==> config.mk <==
export PLATFORM = sky130hd
export DESIGN_NAME = plat_cell
export DESIGN_NICKNAME = d
export VERILOG_FILES = /design/src/rtl/core/plat_pkg.sv /design/src/rtl/core/plat_cell.sv
export SDC_FILE = /design/constraint.sdc
export NUM_CORES = 1
export LEC_CHECK = 0
export BUFFER_PORTS_ARGS = -buffer_cell sky130_fd_sc_hd__buf_2
export CORE_AREA = 5 5 99 101
export CTS_CLUSTER_DIAMETER = 30
export DETAILED_ROUTE_END_ITERATION = 7
export DIE_AREA = 0 0 104 106
export PLACE_DENSITY = 0.79
export SETUP_SLACK_MARGIN = 0.02
export SYNTH_ARGS = -nofsm -noshare
export SYNTH_HDL_FRONTEND = slang
export SYNTH_SLANG_ARGS = --single-unit
==> constraint.sdc <==
create_clock -name clk_i -period 5.15 [get_ports clk_i]
set_input_delay 0.2575 -clock clk_i [delete_from_list [all_inputs] [get_ports clk_i]]
set_output_delay 0.2575 -clock clk_i [all_outputs]
set_load 0.1 [all_outputs]
==> src/rtl/core/plat_pkg.sv <==
// Package for the polygon transform and point test block.
// Holds the shared widths, action and status codes, and the cell control type.
// No dependencies.
package plat_pkg;

  localparam int COORD_W       = 32;
  localparam int TRIG_W        = 16;
  localparam int MAX_VERTICES  = 16;
  localparam int MIN_POLY      = 3;
  localparam int FRAC_SHIFT    = 14;

  typedef enum logic [2:0] {
    ACT_CLEAR     = 3'd0,
    ACT_APPEND    = 3'd1,
    ACT_TRANSLATE = 3'd2,
    ACT_MOVE_TO   = 3'd3,
    ACT_SET_ANCH  = 3'd4,
    ACT_ROTATE    = 3'd5,
    ACT_TEST      = 3'd6,
    ACT_READ      = 3'd7
  } action_e;

  typedef enum logic [1:0] {
    ST_OK       = 2'd0,
    ST_FULL     = 2'd1,
    ST_BAD_IDX  = 2'd2,
    ST_RESERVED = 2'd3
  } status_e;

  typedef struct packed {
    logic load_in;
    logic load_proc;
    logic load_nb;
  } cell_ctrl_t;

endpackage

==> src/rtl/core/plat_cell.sv <==
// One vertex cell of the vertex ring.
// Holds one x/y pair and loads from the input, the processing unit or its neighbor.
// Depends on plat_pkg.
module plat_cell (
  input  logic                             clk_i,
  input  plat_pkg::cell_ctrl_t             ctrl_i,
  input  logic [plat_pkg::COORD_W-1:0]     in_x_i,
  input  logic [plat_pkg::COORD_W-1:0]     in_y_i,
  input  logic [plat_pkg::COORD_W-1:0]     proc_x_i,
  input  logic [plat_pkg::COORD_W-1:0]     proc_y_i,
  input  logic [plat_pkg::COORD_W-1:0]     nb_x_i,
  input  logic [plat_pkg::COORD_W-1:0]     nb_y_i,
  output logic [plat_pkg::COORD_W-1:0]     x_o,
  output logic [plat_pkg::COORD_W-1:0]     y_o
);
  import plat_pkg::*;

  logic [COORD_W-1:0] x_q, y_q;

  always_ff @(posedge clk_i) begin
    if (ctrl_i.load_in) begin
      x_q <= in_x_i;
      y_q <= in_y_i;
    end else if (ctrl_i.load_proc) begin
      x_q <= proc_x_i;
      y_q <= proc_y_i;
    end else if (ctrl_i.load_nb) begin
      x_q <= nb_x_i;
      y_q <= nb_y_i;
    end
  end

  assign x_o = x_q;
  assign y_o = y_q;

endmodule

==> impl_metrics.yaml, run 1 <==
route:
  post_drt_wl_per_cell_um: 14.9
  vias: 3030
  drt_wl_total_um: 9610
  dr.pass1.iters: 4
  drtIter0Drc: 68
  avgViaCountPerCell: 4.70
  drc_errors: 0
  ant_nets: 0
power_and_ir_drop:
  p_leak_nw: 2.40
  power.density_nw_per_um2: 358
  vdd_ir_drop_max_uv: 161
floorplan:
  initial_core_util_pct: 36.6
  die_h_um: 106
  io_pins: 260
  die_area_um2: 11000
  die_w_um: 104
  core_area_um2: 8930
  rows: 35
clock_network:
  path_clk_slew_ns: 0.08
  cts.sinks: 64
  cts_buffers: 9
  cts_tree: "yes"
  cts_buffer_depth: 2
  post_cts_buffers: 0
  ctsHtreeMaxLevel: 3
  cts_hold_buffers: 0
  cts_resized: 0
  cts-root-buf: "clkbuf_8"
hold_path:
  min_to: "y_o[14]$_DFFE_PP_"
  holdPathStages: 3
  min-delay-start: "in_y_i[14]"
  min_path_type: "in -> reg"
logic_synthesis:
  synth_top_area_share_pct: 58.7
  syn-cell-area_um2: 3270
  yosysUniqueCellTypes: 10
  ys_async_sr_fraction_pct: 0
  yosys.area.top_type: "edfxtp_1"
  synth-main-ff-cell: "edfxtp_1"
  syn_avg_cell_area_um2: 11.8
  ys_warn_count: 0
  synth_top_cells_by_count: "edfxtp_1 (64), mux2i_1 (64), nand2_1 (64), o21ai_1 (64), clkbuf_1 (8)"
  synth-seq-cells: 64
  syn_inst: 278
  yosysSeqAreaShare_pct: 58.7
  synth_edf_count: 64
  netlist_top_cells_area: "edfxtp_1 (59%), mux2i_1 (20%), o21ai_1 (9.8%), nand2_1 (7.3%), buf_6 (1.4%)"
  synth_nets: 474
sta:
  setup_viol_count_final: 0
  period_minus_slack_ns: 2.36
  max-slew-margin-rel_pct: 30.8
  rsz0062_at_grt: "false"
  final_max_slew_viol_count: 0
  fmax_mhz: 425
  hold_violations: 0
  tightest_slew_ns: 1.04
  layout_setup_ws_ns: 2.79
  fin_crit_sh_pct: 45.7
  tns_ns: 0
global_route:
  grtUsageTotal_pct: 16.4
  grt_max_degree: 72
  grt_pass1_vias: 3024
  grt-ovfl-total: 0
  antenna_found_initial: 0
  grt_first_pass_wirelength_um: 14500
cells_and_area:
  postLayoutCoreUtil_pct: 53.2
  drive_above_1_share_pct: 51.7
  nFillCells: 821
  area_growth_pct: 45.4
  diodes: 0
  final_nets: 725
  fin_cells: 645
setup_path:
  critPathMostFrequentCell: "buf_4"
  end_kind: "flop"
  crit_arrival_ns: 2.33
  criticalPathCategory: "in -> reg"
  crit_path_max_incr_delay_ns: 0.78
  critical_path_buf_inv_count: 2
  cp_slowest_cell: "buf_4"
  crit_family: "buffers and inverters"
  critPathMaxFanout: 65
  setup.worst_path.start_class: "input port"
  required_ns: 5.13
  crit_chain: "buf_4, or3_2, buf_4"
placement:
  pre_cts_ws_ns: 2.36
  gp_congestion: 0.900
  dp_cells: 629
  dp_hpwl_um: 7780
  port_buffers: 259
flow_run:
  timing.max_cap.violations: 0
run_status:
  status: "complete, no violations"
## flip-flops by register name (all words and copies together), names as in the netlist
name	cells
x_o	32
y_o	32
## final cells by class
class,count,area [um2],share of cell area [%]
sequential,64,1920,40.4
tap,111,139,2.92
timing repair buffer,261,1320,27.7
multi-input combinational,193,1210,25.4
clock buffer,9,124,2.60
clock inverter,7,47.5,0.999
## how the worst max path moves through the flow
stage | startpoint | endpoint | slack (ns) | cells past startpoint
finish | ctrl_i[1] | y_o[7]$_DFFE_PP_ | 2.79 | 3
global route | ctrl_i[1] | x_o[15]$_DFFE_PP_ | 2.62 | 3
CTS | ctrl_i[1] | y_o[7]$_DFFE_PP_ | 2.72 | 3
detailed placement | ctrl_i[1] | y_o[5]$_DFFE_PP_ | 2.36 | 3
global placement | ctrl_i[1] | y_o[5]$_DFFE_PP_ | 2.52 | 3
floorplan | ctrl_i[2] | x_o[0]$_DFFE_PP_ | 2.87 | 2
## layout by cell type (no fill, tap or decap)
cell type   Yosys  routed
inv_6           0       1
o21ai_1        64      64
clkbuf_8        0       9
clkinv_1        0       2
buf_4           1       4
edfxtp_1       64      64
mux2i_1        64      64
or3_2           0       1
buf_2           6     257
clkinvlp_4      0       3
nand2_1        64      64
clkinv_4        0       1
## through the flow
step,hold slack (ns),cell area (um2),power [mW]
2_1_floorplan,0.451,3270,1.20
3_3_place_gp,0.543,4590,1.34
3_5_place_dp,0.546,4590,1.35
4_1_cts,0.182,4760,1.73
5_1_grt,0.194,4760,1.78
6_report,0.205,4760,1.70
## power by group
| group | internal [mW] | switching, mW |
|---|---|---|
| sequential | 0.642 | 0.0157 |
| clock | 0.173 | 0.197 |
| combinational | 0.132 | 0.545 |
## per-layer routing
layer  vias up  global-route usage (%)  share of wire (%)
met5         -                       0                  0
met4         0                    6.38                1.5
met3        11                    5.77                9.6
met2       157                    30.0                 54
met1      1342                    17.2                 35
li1       1520                       -                  -
## cell families after synthesis
family	count (synthesis)	synth area share, %
flip-flops	64	58.7
AO/OA/AOI/OAI	64	9.79
AND/OR/NAND/NOR	65	7.53
multiplexers	64	19.6
buffers and inverters	21	4.36
Power figures use the tool's default switching activity.
==> run 2: changes to the inputs <==
ABC_AREA = 1   (was unset)
CORE_AREA = unset   (was 5 5 99 101)
CORE_MARGIN = 5   (was unset)
CORE_UTILIZATION = 42   (was unset)
DIE_AREA = unset   (was 0 0 104 106)
PLACE_DENSITY = 0.83   (was 0.79)
clock period = 2.42 ns   (was 5.15 ns; I/O delays follow)
==> run 2 against run 1 <==
Net effect:
- clock power rose by 140%
- design area rose by 13%
- core utilization rose by 5.9 points
- synthesized cell count rose by 95%
- synthesized area rose by 18%
- die area rose by 1.9%
- combinational power rose by 120%
- largest power group unchanged
- global-route usage rose by 3.1 points
==> impl_metrics.yaml, run 2 <==
sta:
  setup_viol_count_final: 0
  period_minus_slack_ns: 1.24
  rsz0062_at_grt: "false"
  max-slew-margin-rel_pct: 53.5
  whs_ns: 0.0620
  fmax_mhz: 808
  tns_ns: 0
  final_max_slew_viol_count: 0
  fin_crit_sh_pct: 51.1
  tightest_slew_ns: 0.697
  hold_violations: 0
setup_path:
  criticalPathCategory: "reg -> out"
  critPathMaxFanout: 1
  crit_path_max_incr_delay_ns: 0.44
  required_ns: 2.30
  setup.worst_path.start_class: "flop"
  cp_slowest_cell: "buf_2"
  crit_arrival_ns: 1.12
  crit_family: "buffers and inverters"
  end_kind: "primary output"
  crit_chain: "buf_2"
  critical_path_buf_inv_count: 1
floorplan:
  die_area_um2: 11200
  die_h_um: 106
  die_w_um: 106
  rows: 35
  core_area_um2: 9110
  initial_core_util_pct: 42.5
  io_pins: 260
power_and_ir_drop:
  p_clk_share_pct: 23.5
  power_mw: 3.80
  switching_share_pct: 44.1
  seqPwrFrac_pct: 36.7
  pwr-share-comb_pct: 39.8
  power.density_nw_per_um2: 705
  vdd_ir_drop_max_uv: 367
  p_leak_nw: 3.34
  p_switching_mw: 1.68
  p_int_mw: 2.12
clock_network:
  ctsHtreeMaxLevel: 3
  cts_buffers: 9
  cts.sinks: 64
  cts_buffer_depth: 2
  cts_hold_buffers: 0
  cts-root-buf: "clkbuf_8"
  cts_resized: 0
  path_clk_slew_ns: 0.08
  post_cts_buffers: 0
  cts_tree: "yes"
route:
  avgViaCountPerCell: 4.47
  vias: 4062
  drc_errors: 0
  post_drt_wl_per_cell_um: 12.8
  dr.pass1.iters: 4
  drtIter0Drc: 191
  drt_wl_total_um: 11600
  ant_nets: 0
cells_and_area:
  postLayoutCoreUtil_pct: 59.2
  drive_above_1_share_pct: 35.3
  area_growth_pct: 39.3
  final_cell_mix: "buf_2 (259), nand2_1 (256), inv_1 (128)"
  nFillCells: 893
  final-seq-area_um2: 1920
  final_nets: 989
  fin_cells: 909
  diodes: 0
  multi_input_area_um2: 1290
  final_common_cell: "buf_2"
logic_synthesis:
  netlist_top_cells_area: "edfxtp_1 (50%), nand2_1 (25%), inv_1 (13%), nand3_1 (8.3%), buf_2 (2.5%)"
  yosysSeqAreaShare_pct: 49.7
  synth-main-ff-cell: "edfxtp_1"
  yosys.area.top_type: "edfxtp_1"
  synth_edf_count: 64
  syn-cell-area_um2: 3870
  synth_top_cells_by_count: "nand2_1 (257), inv_1 (129), edfxtp_1 (64), nand3_1 (64), buf_2 (19)"
  ys_warn_count: 0
  yosysMostFrequentCell: "nand2_1"
  synth_top_area_share_pct: 49.7
  synth_nets: 739
  ys_async_sr_fraction_pct: 0
  syn_inst: 543
  synth-seq-cells: 64
  yosysUniqueCellTypes: 10
  syn_avg_cell_area_um2: 7.12
global_route:
  grt_pass1_vias: 3810
  grt_max_degree: 65
  antenna_found_initial: 0
  grtUsageTotal_pct: 19.5
  grt-ovfl-total: 0
  grt_first_pass_wirelength_um: 17600
placement:
  dp_hpwl_um: 8720
  port_buffers: 259
  gp_congestion: 0.882
  dp_cells: 893
run_status:
  status: "complete, no violations"
hold_path:
  min_path_type: "in -> reg"
  holdPathStages: 3
  min-delay-start: "in_y_i[27]"
  min_to: "y_o[27]$_DFFE_PP_"
flow_run:
  timing.max_cap.violations: 0
[run 2: cell types whose count changed in the layout (fill, tap and decap cells not counted), moves of 2 or more]
cell	before	now
inv_2	0	2
mux2i_1	64	0
buf_2	257	259
nand3_1	0	64
buf_4	4	6
o21ai_1	64	0
inv_1	0	128
nand2_1	64	256
[run 2: worst max-delay path by stage]
stage / start / end / slack, ns / cells after the start
2_1_floorplan: ctrl_i[2] / x_o[0]$_DFFE_PP_ / 0.16 / 4
3_3_place_gp: ctrl_i[1] / y_o[21]$_DFFE_PP_ / 1.05 / 6
3_5_place_dp: ctrl_i[1] / x_o[29]$_DFFE_PP_ / 1.02 / 6
4_1_cts: y_o[21]$_DFFE_PP_ / y_o[21] / 1.15 / 1
5_1_grt: y_o[21]$_DFFE_PP_ / y_o[21] / 1.14 / 1
6_report: y_o[21]$_DFFE_PP_ / y_o[21] / 1.18 / 1
[run 2: kinds of logic after synthesis]
logic type             after synthesis  synth area share [%]
buffers and inverters              157                  17.0
DFF                                 64                  49.7
and+or+nand+nor                    322                  33.3
[run 2: cell type report]
type	instances	share of cell area, %
clock inverter	6	1.11
sequential	64	35.7
clock buffer	10	2.37
inverter	130	9.06
multi-input combinational	322	24.0
timing repair buffer	266	25.3
tap	111	2.58
[run 2: per-stage QoR]
step | worst slack (ns) | instance area, um2
5_1_grt | 1.14 | 5390
2_1_floorplan | 0.164 | 3870
4_1_cts | 1.15 | 5390
3_3_place_gp | 1.05 | 5200
6_report | 1.18 | 5390
3_5_place_dp | 1.02 | 5200
[run 2: power by group through the flow]
stage / logic (mW) / clock network [mW] / registers (mW)
after CTS: 1.52 / 0.916 / 1.40
final: 1.51 / 0.891 / 1.39
after global placement: 1.51 / 0 / 1.42
after global routing: 1.59 / 0.962 / 1.41
after detailed placement: 1.52 / 0 / 1.42
after floorplan: 0.247 / 0 / 2.37
[run 2: per-layer routing]
metal	track usage (%)	wire, um	vias to the layer above
met5	0	0	-
li1	-	-	2105
met1	21.4	4370	1764
met3	5.40	1010	17
met2	36.4	6070	176
met4	6.20	195	0
==> run 3: changes to the inputs <==
ABC_AREA = 0   (was 1)
CORE_UTILIZATION = 36   (was 42)
PLACE_DENSITY = 0.79   (was 0.83)
clock period = 1 ns   (was 2.42 ns; I/O delays follow)
==> run 3 against run 2 <==
Net effect:
- the flow now finishes with violations (setup timing)
- sequential power grew to 2.6 times the previous value
- clock-buffer cell count rose by 1
- highest routed layer unchanged
- design area is 12% higher
- worst setup slack got worse by 1.2 ns
- sequential share of layout area is 3.8 points lower
- die area fell by 1.2%
- wire length down 6.3%
- clock power increased by 130%
==> impl_metrics.yaml, run 3 (synthesized netlist as in run 1, its figures left out) <==
clock_network:
  cts-root-buf: "clkbuf_8"
  post_cts_buffers: 0
  ctsHtreeMaxLevel: 3
  cts_buffers: 9
  cts_buffer_depth: 2
  cts.sinks: 64
  path_clk_slew_ns: 0.07
  cts_tree: "yes"
  cts_resized: 0
cells_and_area:
  diodes: 0
  multi_input_area_um2: 1210
  final-seq-area_um2: 1920
  stdcell_area_um2: 6030
  final_nets: 751
  final_cell_mix: "buf_2 (193), buf_12 (70)"
  area_growth_pct: 84.4
  drive_above_1_share_pct: 50.9
  nFillCells: 611
  postLayoutCoreUtil_pct: 68.5
  final_common_cell: "buf_2"
route:
  drt_wl_total_um: 10900
  drtIter0Drc: 134
  drc_errors: 0
  ant_nets: 0
  dr.pass1.iters: 5
  avgViaCountPerCell: 4.88
  vias: 3257
  post_drt_wl_per_cell_um: 16.3
floorplan:
  die_w_um: 105
  initial_core_util_pct: 37.2
  die_h_um: 105
  io_pins: 260
  core_area_um2: 8810
  die_area_um2: 11100
  rows: 34
setup_path:
  critPathMaxFanout: 1
  cp_slowest_cell: "edfxtp_1"
  crit_path_max_incr_delay_ns: 0.46
  critical_path_buf_inv_count: 1
  crit_family: "flip-flops"
  crit_path_start: "y_o[0]$_DFFE_PP_"
  setup.worst_path.start_class: "flop"
  end_kind: "primary output"
  crit_arrival_ns: 1.00
  required_ns: 0.95
  crit_chain: "buf_12"
  criticalPathCategory: "reg -> out"
sta:
  max-slew-margin-rel_pct: 82.8
  hold_violations: 0
  fin_crit_sh_pct: 105
  layout_setup_ws_ns: -0.0468
  final_max_slew_viol_count: 0
  tightest_slew_ns: 0.258
  fmax_mhz: 955
  rsz0062_at_grt: "true"
  period_minus_slack_ns: 1.05
  setup_viol_count_final: 4
power_and_ir_drop:
  vdd_ir_drop_max_uv: 884
  p_int_mw: 6.16
  pwr-share-comb_pct: 44.7
  p_clk_share_pct: 20.3
  p_leak_nw: 2.89
  switching_share_pct: 39.7
  seqPwrFrac_pct: 35.1
  power.density_nw_per_um2: 1690
  p_switching_mw: 4.06
global_route:
  grtUsageTotal_pct: 19.0
  grt_max_degree: 44
  grt_first_pass_wirelength_um: 16600
  grt-ovfl-total: 0
  antenna_found_initial: 0
  grt_pass1_vias: 3390
run_status:
  violations: "setup timing"
  status: "finished, violations left"
flow_run:
  timing.max_cap.violations: 0
placement:
  place_area_um2: 5700
  port_buffers: 259
  gp_congestion: 0.764
  pre_cts_ws_ns: -0.0545
  dp_hpwl_um: 8820
hold_path:
  min_path_type: "in -> reg"
  min-delay-start: "in_x_i[8]"
==> run 3: cell count changes in the layout (fill, tap and decap cells not counted), moves of 15 or more <==
| cell | before | now |
|---|---|---|
| nand2_1 | 256 | 64 |
| inv_1 | 128 | 0 |
| buf_12 | 1 | 70 |
| buf_2 | 259 | 193 |
| mux2i_1 | 0 | 64 |
| nand3_1 | 64 | 0 |
| o21ai_1 | 0 | 64 |
| dlygate4sd3_1 | 0 | 15 |
==> run 3: cell type report <==
type | instances | area share, %
clock inverter | 5 | 0.788
timing repair buffer | 287 | 42.8
tap | 108 | 2.24
sequential | 64 | 31.9
multi-input combinational | 193 | 20.1
clock buffer | 11 | 2.18
==> run 3: what timing repair did <==
action | 4_1_cts | 5_1_grt
endpoints found under the setup margin | 64 | 64
hold buffers | 15 | 0
endpoints found under the hold margin | 15 | 0
==> run 3: power groups by stage <==
stage / Combinational (mW) / Sequential (mW) / Clock (mW)
floorplan: 0.490 / 5.70 / 0
global placement: 4.46 / 3.63 / 0
detailed placement: 4.53 / 3.65 / 0
CTS: 4.58 / 3.59 / 2.15
global route: 4.70 / 3.61 / 2.26
finish: 4.56 / 3.58 / 2.07
==> run 3: final timing paths <==
kind                to  depth (start not counted)
min   x_o[8]$_DFFE_PP_                          3
max             y_o[0]                          1
==> run 3: stage by stage <==
step | cells | power, mW | setup TNS (ns) | hold slack, ns
floorplan | 278 | 6.19 | -7.94 | 0.244
global placement | 637 | 8.09 | -1.93 | 0.336
detailed placement | 637 | 8.18 | -3.21 | 0.337
CTS | 668 | 10.3 | -0.863 | 0.000297
global route | 668 | 10.6 | -1.94 | 0.0100
finish | 668 | 10.2 | -0.0577 | 0.0175
==> run 3: layer usage <==
layer | track usage (%) | vias up | part of all wire [%]
met5 | 0 | - | 0
met4 | 6.56 | 0 | 1.9
met3 | 7.03 | 16 | 9.3
met2 | 36.6 | 176 | 56
met1 | 18.5 | 1499 | 33
li1 | - | 1566 | -
